## src/hw/rtl/vltp_pkg.sv

```systemverilog
`default_nettype none
// ----------------------------------------------------------------------------
// vltp_pkg
// Shared types, character codes and sizes for the view layout text parser.
// ----------------------------------------------------------------------------
package vltp_pkg;

  // Width of every numeric result field
  localparam int OUT_W = 16;

  // Default width of numbers and counters inside the parser
  localparam int VALUE_BITS_DEF = 16;

  // Entries in the queue between the front and back parts
  localparam int QUEUE_DEPTH = 2;

  // Characters of the layout grammar
  localparam logic [7:0] CH_X     = 8'h78;  // 'x'
  localparam logic [7:0] CH_N     = 8'h4E;  // 'N'
  localparam logic [7:0] CH_PLUS  = 8'h2B;  // '+'
  localparam logic [7:0] CH_SPACE = 8'h20;  // ' '
  localparam logic [7:0] CH_NL    = 8'h0A;  // newline
  localparam logic [7:0] CH_0     = 8'h30;  // '0'
  localparam logic [7:0] CH_9     = 8'h39;  // '9'

  // Parser phases
  typedef enum logic [2:0] {
    PH_HDR_W = 3'd0,
    PH_HDR_H = 3'd1,
    PH_LINE  = 3'd2,
    PH_LABEL = 3'd3,
    PH_VX    = 3'd4,
    PH_VY    = 3'd5,
    PH_VW    = 3'd6,
    PH_VH    = 3'd7
  } phase_e;

  // Record kinds
  typedef enum logic [1:0] {
    KIND_HEADER = 2'd0,
    KIND_VIEW   = 2'd1,
    KIND_DONE   = 2'd2,
    KIND_ERROR  = 2'd3
  } kind_e;

  // Syntax error codes (what was expected)
  typedef enum logic [2:0] {
    ERR_NUMBER  = 3'd0,
    ERR_X       = 3'd1,
    ERR_NEWLINE = 3'd2,
    ERR_N       = 3'd3,
    ERR_SPACE   = 3'd4,
    ERR_PLUS    = 3'd5
  } err_e;

  // One result record
  typedef struct packed {
    kind_e            kind;
    logic [OUT_W-1:0] ordinal;
    logic [OUT_W-1:0] pos_x;
    logic [OUT_W-1:0] pos_y;
    logic [OUT_W-1:0] width;
    logic [OUT_W-1:0] height;
    logic             mismatch;
    err_e             code;
    logic [OUT_W-1:0] line;
    logic [OUT_W-1:0] column;
  } rec_t;

  // Everything one request produces: one or two records
  typedef struct packed {
    rec_t first;
    rec_t second;
    logic two;
  } entry_t;

  // Queue status seen by both sides
  typedef struct packed {
    logic full;
    logic empty;
  } q_stat_t;

endpackage

`default_nettype wire

```

## src/hw/rtl/vltp_front.sv

```systemverilog
`default_nettype none
// ----------------------------------------------------------------------------
// vltp_front
// Accepts one byte request per cycle when accept_i is set, runs the grammar
// state machine and pushes that request's records to the queue as one entry.
// ----------------------------------------------------------------------------
module vltp_front #(
  parameter int VALUE_BITS = vltp_pkg::VALUE_BITS_DEF
) (
  input  wire logic             clk_i,
  input  wire logic             rst_ni,
  input  wire logic             accept_i,
  input  wire logic [7:0]       data_byte_i,
  input  wire logic             text_end_i,
  input  wire logic             restart_i,
  output logic                  push_o,
  output vltp_pkg::entry_t      entry_o
);
  import vltp_pkg::*;

  localparam int ACC_W = VALUE_BITS + 4;
  localparam logic [VALUE_BITS-1:0] VMAX = '1;

  // Saturating increment
  function automatic logic [VALUE_BITS-1:0] sat_inc(input logic [VALUE_BITS-1:0] v);
    sat_inc = (v == VMAX) ? v : v + 1'b1;
  endfunction

  // Error record at a given position
  function automatic rec_t mk_err(input err_e code, input logic [VALUE_BITS-1:0] ln,
                                  input logic [VALUE_BITS-1:0] col);
    rec_t r;
    r        = '0;
    r.kind   = KIND_ERROR;
    r.code   = code;
    r.line   = OUT_W'(ln);
    r.column = OUT_W'(col);
    mk_err   = r;
  endfunction

  // Parser state
  phase_e                ph_q, ph_d;
  logic [VALUE_BITS-1:0] acc_q, acc_d;
  logic                  seen_q, seen_d;
  logic [VALUE_BITS-1:0] line_q, line_d;
  logic [VALUE_BITS-1:0] col_q, col_d;
  logic [VALUE_BITS-1:0] vc_q, vc_d;
  logic [VALUE_BITS-1:0] h1_q, h1_d;
  logic [VALUE_BITS-1:0] h2_q, h2_d;
  logic [VALUE_BITS-1:0] h3_q, h3_d;
  logic [VALUE_BITS-1:0] hl_q, hl_d;
  logic                  fin_q, fin_d;

  // State as seen by this request (restart applies first)
  phase_e                eff_ph;
  logic [VALUE_BITS-1:0] eff_acc, eff_line, eff_col, eff_vc;
  logic                  eff_seen, eff_fin;

  assign eff_ph   = restart_i ? PH_HDR_W : ph_q;
  assign eff_acc  = restart_i ? '0 : acc_q;
  assign eff_seen = restart_i ? 1'b0 : seen_q;
  assign eff_line = restart_i ? VALUE_BITS'(1) : line_q;
  assign eff_col  = restart_i ? VALUE_BITS'(1) : col_q;
  assign eff_vc   = restart_i ? VALUE_BITS'(1) : vc_q;
  assign eff_fin  = restart_i ? 1'b0 : fin_q;

  // Byte classification
  logic is_digit, is_nl;
  assign is_digit = !text_end_i && (data_byte_i inside {[CH_0:CH_9]});
  assign is_nl    = !text_end_i && (data_byte_i == CH_NL);

  // Decimal accumulate: acc*10 + digit, saturating
  logic [ACC_W-1:0]      acc_ext;
  logic [VALUE_BITS-1:0] acc_sat;
  assign acc_ext = (ACC_W'(eff_acc) << 3) + (ACC_W'(eff_acc) << 1)
                 + ACC_W'(data_byte_i - CH_0);
  assign acc_sat = (acc_ext > ACC_W'(VMAX)) ? VMAX : acc_ext[VALUE_BITS-1:0];

  // Position after this byte is consumed
  logic [VALUE_BITS-1:0] line_c, col_c;
  assign line_c = is_nl ? sat_inc(eff_line) : eff_line;
  assign col_c  = is_nl ? '0 : sat_inc(eff_col);

  // Separator expected after the number of each phase
  logic [7:0] sep_want;
  err_e       sep_code;
  phase_e     sep_next;
  logic       sep_ok;

  always_comb begin
    case (eff_ph)
      PH_HDR_W: begin
        sep_want = CH_X;     sep_code = ERR_X;     sep_next = PH_HDR_H;
      end
      PH_LABEL: begin
        sep_want = CH_SPACE; sep_code = ERR_SPACE; sep_next = PH_VX;
      end
      PH_VX: begin
        sep_want = CH_X;     sep_code = ERR_X;     sep_next = PH_VY;
      end
      PH_VY: begin
        sep_want = CH_PLUS;  sep_code = ERR_PLUS;  sep_next = PH_VW;
      end
      PH_VW: begin
        sep_want = CH_PLUS;  sep_code = ERR_PLUS;  sep_next = PH_VH;
      end
      default: begin
        sep_want = CH_NL;    sep_code = ERR_NEWLINE; sep_next = PH_LINE;
      end
    endcase
  end

  assign sep_ok = !text_end_i && (data_byte_i == sep_want);

  // Next state
  always_comb begin
    ph_d   = eff_ph;
    acc_d  = eff_acc;
    seen_d = eff_seen;
    line_d = eff_line;
    col_d  = eff_col;
    vc_d   = eff_vc;
    h1_d   = h1_q;
    h2_d   = h2_q;
    h3_d   = h3_q;
    hl_d   = hl_q;
    fin_d  = eff_fin;
    if (!eff_fin) begin
      if (eff_ph == PH_LINE) begin
        acc_d  = '0;
        seen_d = 1'b0;
        if (text_end_i) begin
          fin_d = 1'b1;
        end else begin
          line_d = line_c;
          col_d  = col_c;
          if (data_byte_i == CH_N) begin
            ph_d = PH_LABEL;
          end else begin
            fin_d = 1'b1;
          end
        end
      end else if (is_digit) begin
        acc_d  = acc_sat;
        seen_d = 1'b1;
        line_d = line_c;
        col_d  = col_c;
      end else if (!eff_seen) begin
        fin_d = 1'b1;
      end else begin
        acc_d  = '0;
        seen_d = 1'b0;
        case (eff_ph)
          PH_HDR_W: h1_d = eff_acc;
          PH_LABEL: hl_d = eff_acc;
          PH_VX:    h1_d = eff_acc;
          PH_VY:    h2_d = eff_acc;
          PH_VW:    h3_d = eff_acc;
          PH_VH:    vc_d = sat_inc(eff_vc);
          default:  ;
        endcase
        if ((eff_ph == PH_HDR_H || eff_ph == PH_VH) && text_end_i) begin
          fin_d = 1'b1;
        end else begin
          line_d = line_c;
          col_d  = col_c;
          if (sep_ok) begin
            ph_d = sep_next;
          end else begin
            fin_d = 1'b1;
          end
        end
      end
    end
  end

  // Records produced by this request, pushed only when it is accepted
  always_comb begin
    push_o  = 1'b0;
    entry_o = '0;
    if (accept_i && !eff_fin) begin
      if (eff_ph == PH_LINE) begin
        if (text_end_i) begin
          push_o              = 1'b1;
          entry_o.first.kind  = KIND_DONE;
        end else if (data_byte_i != CH_N) begin
          push_o        = 1'b1;
          entry_o.first = mk_err(ERR_N, line_c, col_c);
        end
      end else if (is_digit) begin
        push_o = 1'b0;
      end else if (!eff_seen) begin
        push_o        = 1'b1;
        entry_o.first = mk_err(ERR_NUMBER, eff_line, eff_col);
      end else if (eff_ph == PH_HDR_H || eff_ph == PH_VH) begin
        // Record first, then the end-of-line check on the same byte
        push_o = 1'b1;
        if (eff_ph == PH_HDR_H) begin
          entry_o.first.kind   = KIND_HEADER;
          entry_o.first.width  = OUT_W'(h1_q);
          entry_o.first.height = OUT_W'(eff_acc);
        end else begin
          entry_o.first.kind     = KIND_VIEW;
          entry_o.first.ordinal  = OUT_W'(eff_vc);
          entry_o.first.pos_x    = OUT_W'(h1_q);
          entry_o.first.pos_y    = OUT_W'(h2_q);
          entry_o.first.width    = OUT_W'(h3_q);
          entry_o.first.height   = OUT_W'(eff_acc);
          entry_o.first.mismatch = (hl_q != eff_vc);
        end
        if (text_end_i) begin
          entry_o.two         = 1'b1;
          entry_o.second.kind = KIND_DONE;
        end else if (!is_nl) begin
          entry_o.two    = 1'b1;
          entry_o.second = mk_err(ERR_NEWLINE, line_c, col_c);
        end
      end else if (!sep_ok) begin
        push_o        = 1'b1;
        entry_o.first = mk_err(sep_code, line_c, col_c);
      end
    end
  end

  // Control state
  always_ff @(posedge clk_i or negedge rst_ni) begin
    if (!rst_ni) begin
      ph_q   <= PH_HDR_W;
      acc_q  <= '0;
      seen_q <= 1'b0;
      line_q <= VALUE_BITS'(1);
      col_q  <= VALUE_BITS'(1);
      vc_q   <= VALUE_BITS'(1);
      fin_q  <= 1'b0;
    end else if (accept_i) begin
      ph_q   <= ph_d;
      acc_q  <= acc_d;
      seen_q <= seen_d;
      line_q <= line_d;
      col_q  <= col_d;
      vc_q   <= vc_d;
      fin_q  <= fin_d;
    end
  end

  // Held numbers, always written before they are read
  always_ff @(posedge clk_i) begin
    if (accept_i) begin
      h1_q <= h1_d;
      h2_q <= h2_d;
      h3_q <= h3_d;
      hl_q <= hl_d;
    end
  end

endmodule

`default_nettype wire

```

## src/hw/rtl/vltp_queue.sv

```systemverilog
`default_nettype none
// ----------------------------------------------------------------------------
// vltp_queue
// Short entry queue between the front and back parts.
// ----------------------------------------------------------------------------
module vltp_queue (
  input  wire logic             clk_i,
  input  wire logic             rst_ni,
  input  wire logic             push_i,
  input  wire vltp_pkg::entry_t entry_i,
  input  wire logic             pop_i,
  output vltp_pkg::entry_t      head_o,
  output vltp_pkg::q_stat_t     stat_o
);
  import vltp_pkg::*;

  localparam int PW = (QUEUE_DEPTH > 1) ? $clog2(QUEUE_DEPTH) : 1;
  localparam int CW = $clog2(QUEUE_DEPTH + 1);

  function automatic logic [PW-1:0] next_ptr(input logic [PW-1:0] p);
    next_ptr = (p == PW'(QUEUE_DEPTH - 1)) ? '0 : p + 1'b1;
  endfunction

  entry_t        slot_q [QUEUE_DEPTH];
  logic [PW-1:0] wr_q, rd_q;
  logic [CW-1:0] cnt_q, cnt_d;

  assign head_o       = slot_q[rd_q];
  assign stat_o.full  = (cnt_q == CW'(QUEUE_DEPTH));
  assign stat_o.empty = (cnt_q == '0);

  // Occupancy
  always_comb begin
    case ({push_i, pop_i})
      2'b10:   cnt_d = cnt_q + 1'b1;
      2'b01:   cnt_d = cnt_q - 1'b1;
      default: cnt_d = cnt_q;
    endcase
  end

  always_ff @(posedge clk_i or negedge rst_ni) begin
    if (!rst_ni) begin
      wr_q  <= '0;
      rd_q  <= '0;
      cnt_q <= '0;
    end else begin
      if (push_i) wr_q <= next_ptr(wr_q);
      if (pop_i)  rd_q <= next_ptr(rd_q);
      cnt_q <= cnt_d;
    end
  end

  // Entry storage
  always_ff @(posedge clk_i) begin
    if (push_i) begin
      slot_q[wr_q] <= entry_i;
    end
  end

endmodule

`default_nettype wire

```

## src/hw/rtl/vltp_back.sv

```systemverilog
`default_nettype none
// ----------------------------------------------------------------------------
// vltp_back
// Takes entries from the queue and presents their records one per cycle while
// not stalled, through an output register marking each entry's last record.
// ----------------------------------------------------------------------------
module vltp_back (
  input  wire logic              clk_i,
  input  wire logic              rst_ni,
  input  wire vltp_pkg::entry_t  head_i,
  input  wire vltp_pkg::q_stat_t stat_i,
  output logic                   pop_o,
  input  wire logic              out_stall_i,
  output logic                   out_valid_o,
  output vltp_pkg::rec_t         out_rec_o,
  output logic                   out_last_o
);
  import vltp_pkg::*;

  logic valid_q;
  logic sel_q, sel_d;
  rec_t rec_q;
  logic last_q;
  logic load, take, last_sel;

  // Output register is free when empty or being taken
  assign load     = !valid_q || !out_stall_i;
  assign take     = load && !stat_i.empty;
  assign last_sel = !head_i.two || sel_q;
  assign pop_o    = take && last_sel;
  assign sel_d    = take ? (head_i.two && !sel_q) : sel_q;

  always_ff @(posedge clk_i or negedge rst_ni) begin
    if (!rst_ni) begin
      valid_q <= 1'b0;
      sel_q   <= 1'b0;
    end else begin
      if (load) valid_q <= !stat_i.empty;
      sel_q <= sel_d;
    end
  end

  // Record payload
  always_ff @(posedge clk_i) begin
    if (take) begin
      rec_q  <= sel_q ? head_i.second : head_i.first;
      last_q <= last_sel;
    end
  end

  assign out_valid_o = valid_q;
  assign out_rec_o   = rec_q;
  assign out_last_o  = last_q;

endmodule

`default_nettype wire

```

## src/hw/rtl/view_layout_text_parser_unit.sv

```systemverilog
`default_nettype none
// ----------------------------------------------------------------------------
// view_layout_text_parser_unit
// Byte-stream parser for view layout text: header and view records, done,
// or a syntax error with line and column.
// ----------------------------------------------------------------------------
//  channel | direction | handshake                | payload
//  in      | input     | in_valid_i / in_stall_o  | data_byte, text_end, restart
//  out     | output    | out_valid_o / out_stall_i| record fields, last_of_run
//
// One byte request is taken per cycle while in_stall_o is low; the front
// part updates the grammar state in that cycle. Records leave one per cycle
// while out_stall_i is low, so a request that ends a record and also fails
// or finishes yields two output records. A request's first record passes
// through the queue and then the output register. in_stall_o rises only
// while the two-entry queue is full. Reset returns the parser to the header
// width; restart_i does the same for the request that carries it.
// ----------------------------------------------------------------------------
module view_layout_text_parser_unit #(
  parameter int VALUE_BITS = vltp_pkg::VALUE_BITS_DEF
) (
  input  wire logic        clk_i,
  input  wire logic        rst_ni,
  input  wire logic        in_valid_i,
  output logic             in_stall_o,
  input  wire logic [7:0]  data_byte_i,
  input  wire logic        text_end_i,
  input  wire logic        restart_i,
  output logic             out_valid_o,
  input  wire logic        out_stall_i,
  output logic [1:0]       record_kind_o,
  output logic [15:0]      view_ordinal_o,
  output logic [15:0]      pos_x_o,
  output logic [15:0]      pos_y_o,
  output logic [15:0]      area_width_o,
  output logic [15:0]      area_height_o,
  output logic             label_mismatch_o,
  output logic [2:0]       error_code_o,
  output logic [15:0]      error_line_o,
  output logic [15:0]      error_column_o,
  output logic             last_of_run_o
);
  import vltp_pkg::*;

  logic    accept;
  logic    push, pop;
  entry_t  entry, head;
  q_stat_t stat;
  rec_t    rec;

  assign in_stall_o = stat.full;
  assign accept     = in_valid_i && !stat.full;

  vltp_front #(
    .VALUE_BITS(VALUE_BITS)
  ) u_front (
    .clk_i        (clk_i),
    .rst_ni       (rst_ni),
    .accept_i     (accept),
    .data_byte_i  (data_byte_i),
    .text_end_i   (text_end_i),
    .restart_i    (restart_i),
    .push_o       (push),
    .entry_o      (entry)
  );

  vltp_queue u_queue (
    .clk_i  (clk_i),
    .rst_ni (rst_ni),
    .push_i (push),
    .entry_i(entry),
    .pop_i  (pop),
    .head_o (head),
    .stat_o (stat)
  );

  vltp_back u_back (
    .clk_i      (clk_i),
    .rst_ni     (rst_ni),
    .head_i     (head),
    .stat_i     (stat),
    .pop_o      (pop),
    .out_stall_i(out_stall_i),
    .out_valid_o(out_valid_o),
    .out_rec_o  (rec),
    .out_last_o (last_of_run_o)
  );

  // Record fields onto ports
  assign record_kind_o    = rec.kind;
  assign view_ordinal_o   = rec.ordinal;
  assign pos_x_o          = rec.pos_x;
  assign pos_y_o          = rec.pos_y;
  assign area_width_o     = rec.width;
  assign area_height_o    = rec.height;
  assign label_mismatch_o = rec.mismatch;
  assign error_code_o     = rec.code;
  assign error_line_o     = rec.line;
  assign error_column_o   = rec.column;

endmodule

`default_nettype wire

```

## config.mk

```make
export PLATFORM = sky130hd
export DESIGN_NAME = view_layout_text_parser_unit
export DESIGN_NICKNAME = d
export VERILOG_FILES = /design/src/hw/rtl/vltp_pkg.sv /design/src/hw/rtl/vltp_front.sv /design/src/hw/rtl/vltp_queue.sv /design/src/hw/rtl/vltp_back.sv /design/src/hw/rtl/view_layout_text_parser_unit.sv
export SDC_FILE = /design/constraint.sdc
export NUM_CORES = 1
export LEC_CHECK = 0
export BUFFER_PORTS_ARGS = -buffer_cell sky130_fd_sc_hd__buf_4
export CAP_MARGIN = 30
export CELL_PAD_IN_SITES_DETAIL_PLACEMENT = 1
export CELL_PAD_IN_SITES_GLOBAL_PLACEMENT = 1
export CORE_MARGIN = 3
export CORE_UTILIZATION = 30
export CTS_CLUSTER_DIAMETER = 30
export DETAILED_ROUTE_END_ITERATION = 6
export HOLD_SLACK_MARGIN = 0.05
export PLACE_DENSITY_LB_ADDON = 0.2
export SETUP_SLACK_MARGIN = 0.02
export SYNTH_ARGS = -nofsm -noshare
export SYNTH_HDL_FRONTEND = slang
export SYNTH_SLANG_ARGS = --single-unit
```

## constraint.sdc

```tcl
create_clock -name clk_i -period 13.95 [get_ports clk_i]
set_input_delay 4.185 -clock clk_i [delete_from_list [all_inputs] [get_ports clk_i]]
set_output_delay 4.185 -clock clk_i [all_outputs]
set_load 0.01 [all_outputs]
```

==> metrics.yaml, run 1 <==
clock_tree:
  htreeDepth: 4
  ctsRootBufferMaster: "clkbuf_16"
  clock_sinks: 562
  post_cts_buffers: 0
  cts_resized: 0
  cts_tree: "built"
  clock_path_buffers: 3
  cts_buffers: 140
  hold_buffers: 0
  clk_pin_slew_ns: 0.04
  worstSkewPairLatency_ns: 0.71
synth:
  synth-edff-count: 487
  synth.cells.most_frequent: "edfxtp_1 (487), nor2_1 (198), nand2_1 (153)"
  synth_top_area_share_pct: 57.57
  synth-seq-cells: 562
  yosysMostFrequentCell: "edfxtp_1"
  syn_area_sq_um: 25400
  yosysSeqAreaShare_pct: 64.97
  yosysTopAreaCell: "edfxtp_1"
  async_flop_share_pct: 13.35
  ys_types: 84
  yosysWarnings: 0
  synthTopCellsByArea: "edfxtp_1 (58%), dfrtp_1 (7.1%), mux2i_1 (3.6%), mux4_2 (3.1%), nor2_1 (2.9%)"
  synth_fp_nets: 1992
  postSynthCellCount: 1936
  synth_ff_type: "edfxtp_1"
  syn_avg_cell_area_sq_um: 13.12
setup_path:
  cp-end-kind: "flip-flop"
  max_stage_delay_ns: 0.54
  crit_fanout: 14
  crit_buf_inv: 3
  reg2regPathDepth: 8
  path_delay_family: "compound AO/OA/AOI/OAI gates"
  critical_path.slowest_cell: "or3_1"
  worst-path-stages: 14
  critical_path_arrival_ns: 8.35
  path_class: "primary input to flip-flop"
  startpoint_type: "primary input"
  cp_cell_sequence: "buf_4 -> ha_1 -> or3_1 -> inv_1 -> fa_1 -> ha_1 -> a21o_1 -> a211oi_1 -> nor3_1 -> o31ai_1 -> a211oi_1 -> nor4_4 -> buf_6 -> a31oi_1"
  required_ns: 14.48
final_layout:
  nNetsFinal: 2196
  filler_cell_count: 8745
  multi_input_area_sq_um: 8329
  drive_above_1_share_pct: 21.62
  postLayoutCoreUtil_pct: 38.99
  area_delta_synth_final_pct: 28.64
  final-seq-area_sq_um: 16510
floorplanning:
  die_area_sq_um: 88210
  die_y_um: 297.0
  pin_count: 135
  std_cell_rows: 106
  core_area_sq_um: 83820
  die_w_um: 297.0
  start_util_pct: 30.31
sta:
  worst_pin_slew_ns: 1.019
  maxSlewViolCount: 0
  tns_ns: 0
  fmax_mhz: 127.8
  finalCriticalPeriod_ns: 7.823
  clock_skew_ns: 0.02981
  setup_viol: 0
  rsz0062_at_grt: "no"
  timing.final.crit_share_pct: 56.08
  relSlewSlack_pct: 31.92
  hold_ws_ns: 0.4960
  final-hold-violation-count: 0
detailed_routing:
  drt-total-wl_um: 74610
  wl_per_cell_um: 22.00
  drc: 0
  antenna_left: 0
  num_vias: 17014
  firstDrtPassIters: 5
  drt_iter0_markers: 1061
  viasPerCell: 5.016
global_route:
  grt_pass1_vias: 18633
  antenna_found_initial: 2
  gr-total-overflow: 0
  grt_max_degree: 70
  grt_pass1_wl_um: 115200
  track_usage_pct: 16.91
power:
  irDropWorstVdd_mv: 0.1319
  power.density_nw_per_um2: 217.8
  p_leak_nw: 12.26
place:
  gp_congestion: 0.8220
  port_buffers: 134
  dpl.hpwl_um: 48330
status:
  outcome: "complete, no violations"
min_path:
  hold_path_class: "flip-flop to flip-flop"
  whs_path_depth: 1
flow_run:
  maxCapViolations: 0
[power breakdown]
group | total (mW) | internal, mW | switching [mW]
combinational | 1.36 | 0.551 | 0.808
sequential | 2.48 | 2.30 | 0.182
clock | 3.28 | 2.23 | 1.04
[sequential cells by signal, indices dropped and copies added, names as in the netlist, 2 cells and up]
name	count
u_queue.slot_q	304
u_back.out_rec_o	118
u_front.line_q	16
u_front.h2_q	16
u_front.ph_q	3
u_front.col_q	16
u_front.h3_q	16
u_front.acc_q	16
u_front.h1_q	16
u_front.vc_q	16
u_queue.cnt_q	2
u_front.hl_q	16
[per-layer routing]
layer  up-vias  track usage [%]  part of all wire (%)
met2       404            27.64                    48
li1       7729                -                     -
met3       114            4.131                   4.6
met5         -                0                 0.017
met4         2            5.412                   2.0
met1      8765            22.16                    45
[cell usage in the layout (no fill, tap or decap), types with 9 or more instances in the layout]
cell        count
a21o_1         10
a21oi_1        97
a22oi_1        17
a31oi_1        24
and2_1         62
and3_1         14
buf_4         162
bufinv_16      18
clkbuf_1       13
clkbuf_16     143
clkinv_1       14
clkinv_2       22
clkinvlp_4     16
dfrtp_1        70
edfxtp_1      487
fa_1           15
ha_1           27
inv_1          62
inv_6          14
mux2i_1        92
mux4_2         35
nand2_1       153
nand2b_1       10
nand3_1        39
nand4_1        16
nor2_1        195
nor2b_1        20
nor3_1         28
nor4_1         10
o211ai_1       12
o21a_1         10
o21ai_0        76
o22ai_1        13
o32ai_1        12
or2_2           9
or3_1          10
xnor2_1        34
xor2_1         25
[per-stage QoR]
| step | instances | power (mW) | area (sq um) | worst slack, ns |
|---|---|---|---|---|
| 2_1_floorplan | 1936 | 3.312 | 25400 | 1.443 |
| 3_3_place_gp | 3124 | 3.875 | 27710 | 5.098 |
| 3_5_place_dp | 3131 | 3.912 | 27810 | 5.398 |
| 4_1_cts | 3390 | 7.241 | 32650 | 6.135 |
| 5_1_grt | 3392 | 7.468 | 32680 | 5.807 |
| 6_report | 3392 | 7.117 | 32680 | 6.127 |
[final cells by class]
class | count | share of cell area (%)
Antenna cell | 1 | 0.007658
Clock buffer | 159 | 11.23
Clock inverter | 100 | 3.569
Inverter | 62 | 0.7122
Multi-Input combinational cell | 1204 | 25.49
Sequential cell | 562 | 50.53
Tap cell | 1134 | 4.342
Timing Repair Buffer | 170 | 4.124
[worst paths after layout]
kind / end / startpoint / slack [ns]
max in group asynchronous: u_front.line_q[5] / rst_ni / 9.33
min: u_queue.cnt_q[1] / u_queue.cnt_q[1] / 0.50
max reg2reg: u_queue.slot_q[1][143] / u_front.ph_q[0] / 9.76
min reg2reg: u_queue.cnt_q[1] / u_queue.cnt_q[1] / 0.50
min in group asynchronous: u_front.col_q[5] / rst_ni / 3.50
max: u_front.acc_q[4] / data_byte_i[4] / 6.13
[cells by family after synthesis]
group                      after synthesis  synth area share (%)
buffers and inverters                  170                 2.606
adders and majority gates               42                 2.512
xor gates and xnor gates                59                 2.034
and+or+nand+nor                        619                 12.01
DFF                                    562                 64.97
AOI/OAI and AO/OA                      354                 8.994
muxes                                  130                 6.876
Note: power is estimated with default switching activity, not from simulation.
==> run 2, diff against run 1 <==
Clock period 13.95 ns to 6.8 ns, I/O delays scaled along.
==> metrics.yaml, run 2 (same netlist as run 1, synthesis figures left out) <==
clock_tree:
  clock_sinks: 562  # unchanged
  clk_pin_slew_ns: 0.04  # about the same
  post_cts_buffers: 0  # unchanged
  cts_tree: "built"
  cts_buffers: 141  # +0.71%
  worstSkewPairLatency_ns: 0.70  # about the same
  cts_resized: 0  # unchanged
  hold_buffers: 0  # unchanged
  clock_path_buffers: 3  # unchanged
  htreeDepth: 4  # unchanged
  ctsRootBufferMaster: "clkbuf_16"
global_route:
  antenna_found_initial: 6  # +4
  grt_pass1_vias: 18006  # -3.4%
  grt_pass1_wl_um: 111600  # -3.1%
  grt_max_degree: 122  # +74%
  gr-total-overflow: 0  # unchanged
  track_usage_pct: 16.39  # -0.52 points
min_path:
  whs_path_depth: 2  # +1
  hold_path_class: "flip-flop to flip-flop"
floorplanning:
  core_area_sq_um: 83820  # unchanged
  die_w_um: 297.0  # unchanged
  start_util_pct: 30.31  # unchanged
  pin_count: 135  # unchanged
  die_area_sq_um: 88210  # unchanged
  die_y_um: 297.0  # unchanged
  std_cell_rows: 106  # unchanged
sta:
  timing.final.ws_setup_ns: 1.162  # -4.965 ns
  finalCriticalPeriod_ns: 5.638
  fmax_mhz: 177.4
  tns_ns: 0  # unchanged
  worst_pin_slew_ns: 1.010  # -0.009245 ns
  rsz0062_at_grt: "no"
  relSlewSlack_pct: 32.70  # +0.78 points
  final-hold-violation-count: 0  # unchanged
  timing.final.crit_share_pct: 82.91
  clock_skew_ns: 0.02234  # -0.007472 ns
  hold_ws_ns: 0.4865  # -0.009517 ns
  maxSlewViolCount: 0  # unchanged
  setup_viol: 0  # unchanged
power:
  power.density_nw_per_um2: 445.3  # +100%
  irDropWorstVdd_mv: 0.3006  # +130%
  p_leak_nw: 12.28  # +0.17%
  power.total_mw: 14.56  # +100%
setup_path:
  crit_fanout: 16  # +2
  critical_path_arrival_ns: 6.16  # -2.19 ns
  path_class: "primary input to flip-flop"
  startpoint_type: "primary input"
  cp-end-kind: "flip-flop"
  reg2regPathDepth: 12  # +4
  required_ns: 7.33  # -7.15 ns
detailed_routing:
  drt-total-wl_um: 72930  # -2.3%
  wl_per_cell_um: 21.49  # -2.3%
  antenna_left: 0  # unchanged
  viasPerCell: 4.981  # -0.71%
  drt_iter0_markers: 939  # -11%
  drc: 0  # unchanged
  num_vias: 16904  # -0.65%
  firstDrtPassIters: 5  # unchanged
final_layout:
  mostFrequentLayoutCells: "edfxtp_1 (487), nor2_1 (196), buf_4 (164)"
  top_register: "u_queue.slot_q"
  largest_reg_flops: 304  # unchanged
  mostFrequentLayoutCell: "edfxtp_1"
  area_delta_synth_final_pct: 28.75  # about the same
  drive_above_1_share_pct: 21.12  # -0.50 points
  final_cells: 3394  # +0.059%
  nNetsFinal: 2201  # +0.23%
place:
  gp_congestion: 0.8147  # -0.89%
  placedCellCount: 3135  # +0.13%
  dp_slack_ns: 0.4510  # -4.947 ns
  port_buffers: 134  # unchanged
  dpl.hpwl_um: 47410  # -1.9%
status:
  outcome: "complete, no violations"
flow_run:
  maxCapViolations: 0  # unchanged
## run 2: cell count changes in the layout (fill, tap and decap cells not counted), moves of 2 or more
| cell | change |
|---|---|
| buf_12 | +6 |
| buf_4 | +2 |
| bufinv_16 | +2 |
| clkbuf_1 | +11 |
| clkinv_1 | -2 |
| clkinv_16 | +2 |
| clkinv_8 | -2 |
| clkinvlp_4 | -7 |
| inv_6 | -4 |
| inv_8 | -4 |
## run 2: worst max-delay path, cell delays in order
cell	delay, ns
buf_4	0.15
ha_1	0.24
or3_1	0.50
inv_1	0.42
fa_1	0.49
ha_1	0.37
a21o_1	0.20
a211oi_1	0.48
nor3_1	0.21
o31ai_1	0.30
a211oi_1	0.13
nor4_2	0.23
buf_4	0.28
a31oi_1	0.13
## run 2: layout make-up
class / count / area [sq um]
antenna: 2 / 5.005
clock buffer: 170 / 3710
clock inverter: 86 / 1107
fill: 8749 / 51110
inverter: 62 / 232.7
multi-input combinational: 1204 / 8297
sequential: 562 / 16510
tap: 1134 / 1419
timing repair buffer: 174 / 1424
## run 2: layer usage
layer / track usage, % / part of all wire [%] / routed length [um] / vias to the layer above
met4: 5.153 / 1.8 / 1349 / 4
met3: 4.102 / 4.5 / 3310 / 111
met1: 22.20 / 47 / 33920 / 8707
li1: - / - / - / 7731
met2: 25.92 / 47 / 34330 / 351
met5: 0 / 0.032 / 23 / -
## run 2: power breakdown
part	internal, mW	total (mW)	leakage (nW)	switching (mW)
Sequential	4.72	5.08	5.61	0.361
Combinational	1.15	2.78	4.34	1.63
Clock	4.64	6.71	2.33	2.08
## run 2: final timing paths
| check | from | end | slack, ns |
|---|---|---|---|
| max | data_byte_i[4] | u_front.acc_q[14] | 1.16 |
| min | u_front.col_q[0] | u_front.col_q[0] | 0.49 |
| max reg2reg | u_front.acc_q[2] | u_front.acc_q[14] | 2.98 |
| min reg2reg | u_front.col_q[0] | u_front.col_q[0] | 0.49 |
| max in group asynchronous | rst_ni | u_queue.rd_q | 4.25 |
| min in group asynchronous | rst_ni | u_front.col_q[15] | 1.29 |
## run 2: per-stage QoR
step,area [sq um],utilization (%)
floorplan,25420,-
global placement,27820,33.20
detailed placement,27860,33.23
CTS,32670,38.98
global route,32700,39.01
finish,32710,39.02
==> run 3, diff against run 2 <==
Clock period 6.8 ns to 5.81 ns, I/O delays scaled along.
==> metrics.yaml, run 3 (same netlist as run 1, synthesis figures left out) <==
min_path:
  hold_path_class: "flip-flop to flip-flop"
  hp-start: "u_front.col_q[0]"
floorplanning:
  die_y_um: 297.0  # unchanged
  core_area_sq_um: 83820  # unchanged
  die_w_um: 297.0  # unchanged
  start_util_pct: 30.31  # unchanged
  die_area_sq_um: 88210  # unchanged
  std_cell_rows: 106  # unchanged
  pin_count: 135  # unchanged
power:
  p_leak_nw: 12.30  # +0.13%
  power.density_nw_per_um2: 510.5  # +15%
  irDropWorstVdd_mv: 0.3520  # +17%
global_route:
  grt_max_degree: 90  # -26%
  grt_pass1_vias: 18613  # +3.4%
  antenna_found_initial: 6  # unchanged
  grt_pass1_wl_um: 112800  # +1.1%
  track_usage_pct: 16.51  # +0.12 points
  gr-total-overflow: 0  # unchanged
final_layout:
  drive_above_1_share_pct: 22.14  # +1.0 points
  postLayoutCoreUtil_pct: 39.11  # +0.091 points
  nNetsFinal: 2230  # +1.3%
  top_register: "u_queue.slot_q"
  area_delta_synth_final_pct: 29.05
  mostFrequentLayoutCells: "edfxtp_1 (487), buf_4 (199), nor2_1 (196)"
  filler_cell_count: 8795  # +0.53%
  largest_reg_flops: 304  # unchanged
  mostFrequentLayoutCell: "edfxtp_1"
sta:
  worst_pin_slew_ns: 0.9957  # -0.01383 ns
  finalCriticalPeriod_ns: 5.079
  rsz0062_at_grt: "no"
  final-hold-violation-count: 0  # unchanged
  timing.final.crit_share_pct: 87.42
  setup_viol: 0  # unchanged
  maxSlewViolCount: 0  # unchanged
  clock_skew_ns: 0.04388  # +0.02154 ns
  fmax_mhz: 196.9
  relSlewSlack_pct: 33.26  # +0.56 points
  tns_ns: 0  # unchanged
detailed_routing:
  firstDrtPassIters: 5  # unchanged
  antenna_left: 0  # unchanged
  drc: 0  # unchanged
  drt-total-wl_um: 73310  # +0.52%
  viasPerCell: 4.961  # -0.40%
  wl_per_cell_um: 21.40  # -0.39%
  num_vias: 16990  # +0.51%
  drt_iter0_markers: 997  # +6.2%
clock_tree:
  worstSkewPairLatency_ns: 0.71  # about the same
  clk_pin_slew_ns: 0.04  # about the same
  clock_path_buffers: 3  # unchanged
  hold_buffers: 0  # unchanged
  cts_resized: 0  # unchanged
  ctsRootBufferMaster: "clkbuf_16"
  cts_tree: "built"
  htreeDepth: 4  # unchanged
  cts_buffers: 133  # -5.7%
  clock_sinks: 562  # unchanged
  post_cts_buffers: 0  # unchanged
flow_run:
  maxCapViolations: 0  # unchanged
setup_path:
  cp-end-kind: "flip-flop"
  startpoint_type: "primary input"
  critical_path.slowest_cell: "fa_1"
  required_ns: 6.32  # -1.01 ns
  cp_cell_sequence: "buf_4 -> ha_1 -> or3_1 -> inv_1 -> fa_1 -> ha_1 -> a21o_1 -> a211oi_1 -> nor3_1 -> o31ai_1 -> a211oi_1 -> nor4_2 -> buf_4 -> a31oi_1"
  max_stage_delay_ns: 0.49  # about the same
  startpoint: "data_byte_i[4]"
  crit_fanout: 7  # -9
  r2r_start: "u_front.acc_q[1]"
  critical_path_arrival_ns: 5.59  # -0.57 ns
  path_class: "primary input to flip-flop"
place:
  gp_congestion: 0.8276  # +1.6%
  port_buffers: 134  # unchanged
  dpl.hpwl_um: 48340  # +2.0%
status:
  outcome: "complete, no violations"
[run 3: layer usage]
metal | track usage (%) | vias to the layer above | routed length [um]
met2 | 26.09 | 420 | 34240
met4 | 6.000 | 4 | 1731
met5 | 0 | - | 26
met1 | 21.87 | 8653 | 33070
met3 | 4.401 | 127 | 4239
li1 | - | 7786 | -
[run 3: layout make-up]
cell class | count | area, sq um | share of cell area, %
Sequential cell | 562 | 16510 | 50.37
Antenna cell | 6 | 15.01 | 0.04580
Clock buffer | 159 | 3477 | 10.61
Multi-Input combinational cell | 1204 | 8295 | 25.30
Inverter | 62 | 232.7 | 0.7099
Tap cell | 1134 | 1419 | 4.328
Clock inverter | 87 | 1099 | 3.351
Timing Repair Buffer | 211 | 1733 | 5.286
[run 3: metrics by stage]
step | worst slack (ns) | area, sq um | std cells | hold WS, ns | total power, mW
floorplan | 0.04012 | 25420 | 1936 | 0.4592 | 7.849
global placement | 0.09944 | 28150 | 3171 | 0.4825 | 9.355
detailed placement | 0.05638 | 28190 | 3173 | 0.4947 | 9.442
CTS | 0.7717 | 32770 | 3419 | 0.4984 | 17.01
global route | 0.4245 | 32770 | 3420 | 0.5257 | 17.54
finish | 0.7309 | 32780 | 3425 | 0.4999 | 16.74
[run 3: report_power, final]
group | switching (mW) | total [mW] | internal (mW)
clock network | 2.50 | 7.45 | 4.95
logic | 1.92 | 3.33 | 1.40
registers | 0.445 | 5.96 | 5.51
total | 4.87 | 16.7 | 11.9
[run 3: worst max-delay path, delay by kind of cell]
family                   cells  cell delay [ns]
AO/OA/AOI/OAI                5             1.11
adder cells (fa/ha/maj)      3             1.12
buffers and inverters        3             0.72
AND/OR/NAND/NOR              3             0.90
[run 3: worst paths after layout]
path	to	slack (ns)	depth (start not counted)
setup reg to reg	u_front.acc_q[4]	2.15	13
setup / recovery	u_front.acc_q[4]	0.73	14
hold / removal	u_front.col_q[0]	0.50	2
min in group asynchronous	u_front.col_q[11]	1.07	1
max in group asynchronous	u_front.acc_q[15]	3.67	2
hold reg to reg	u_front.col_q[0]	0.50	2
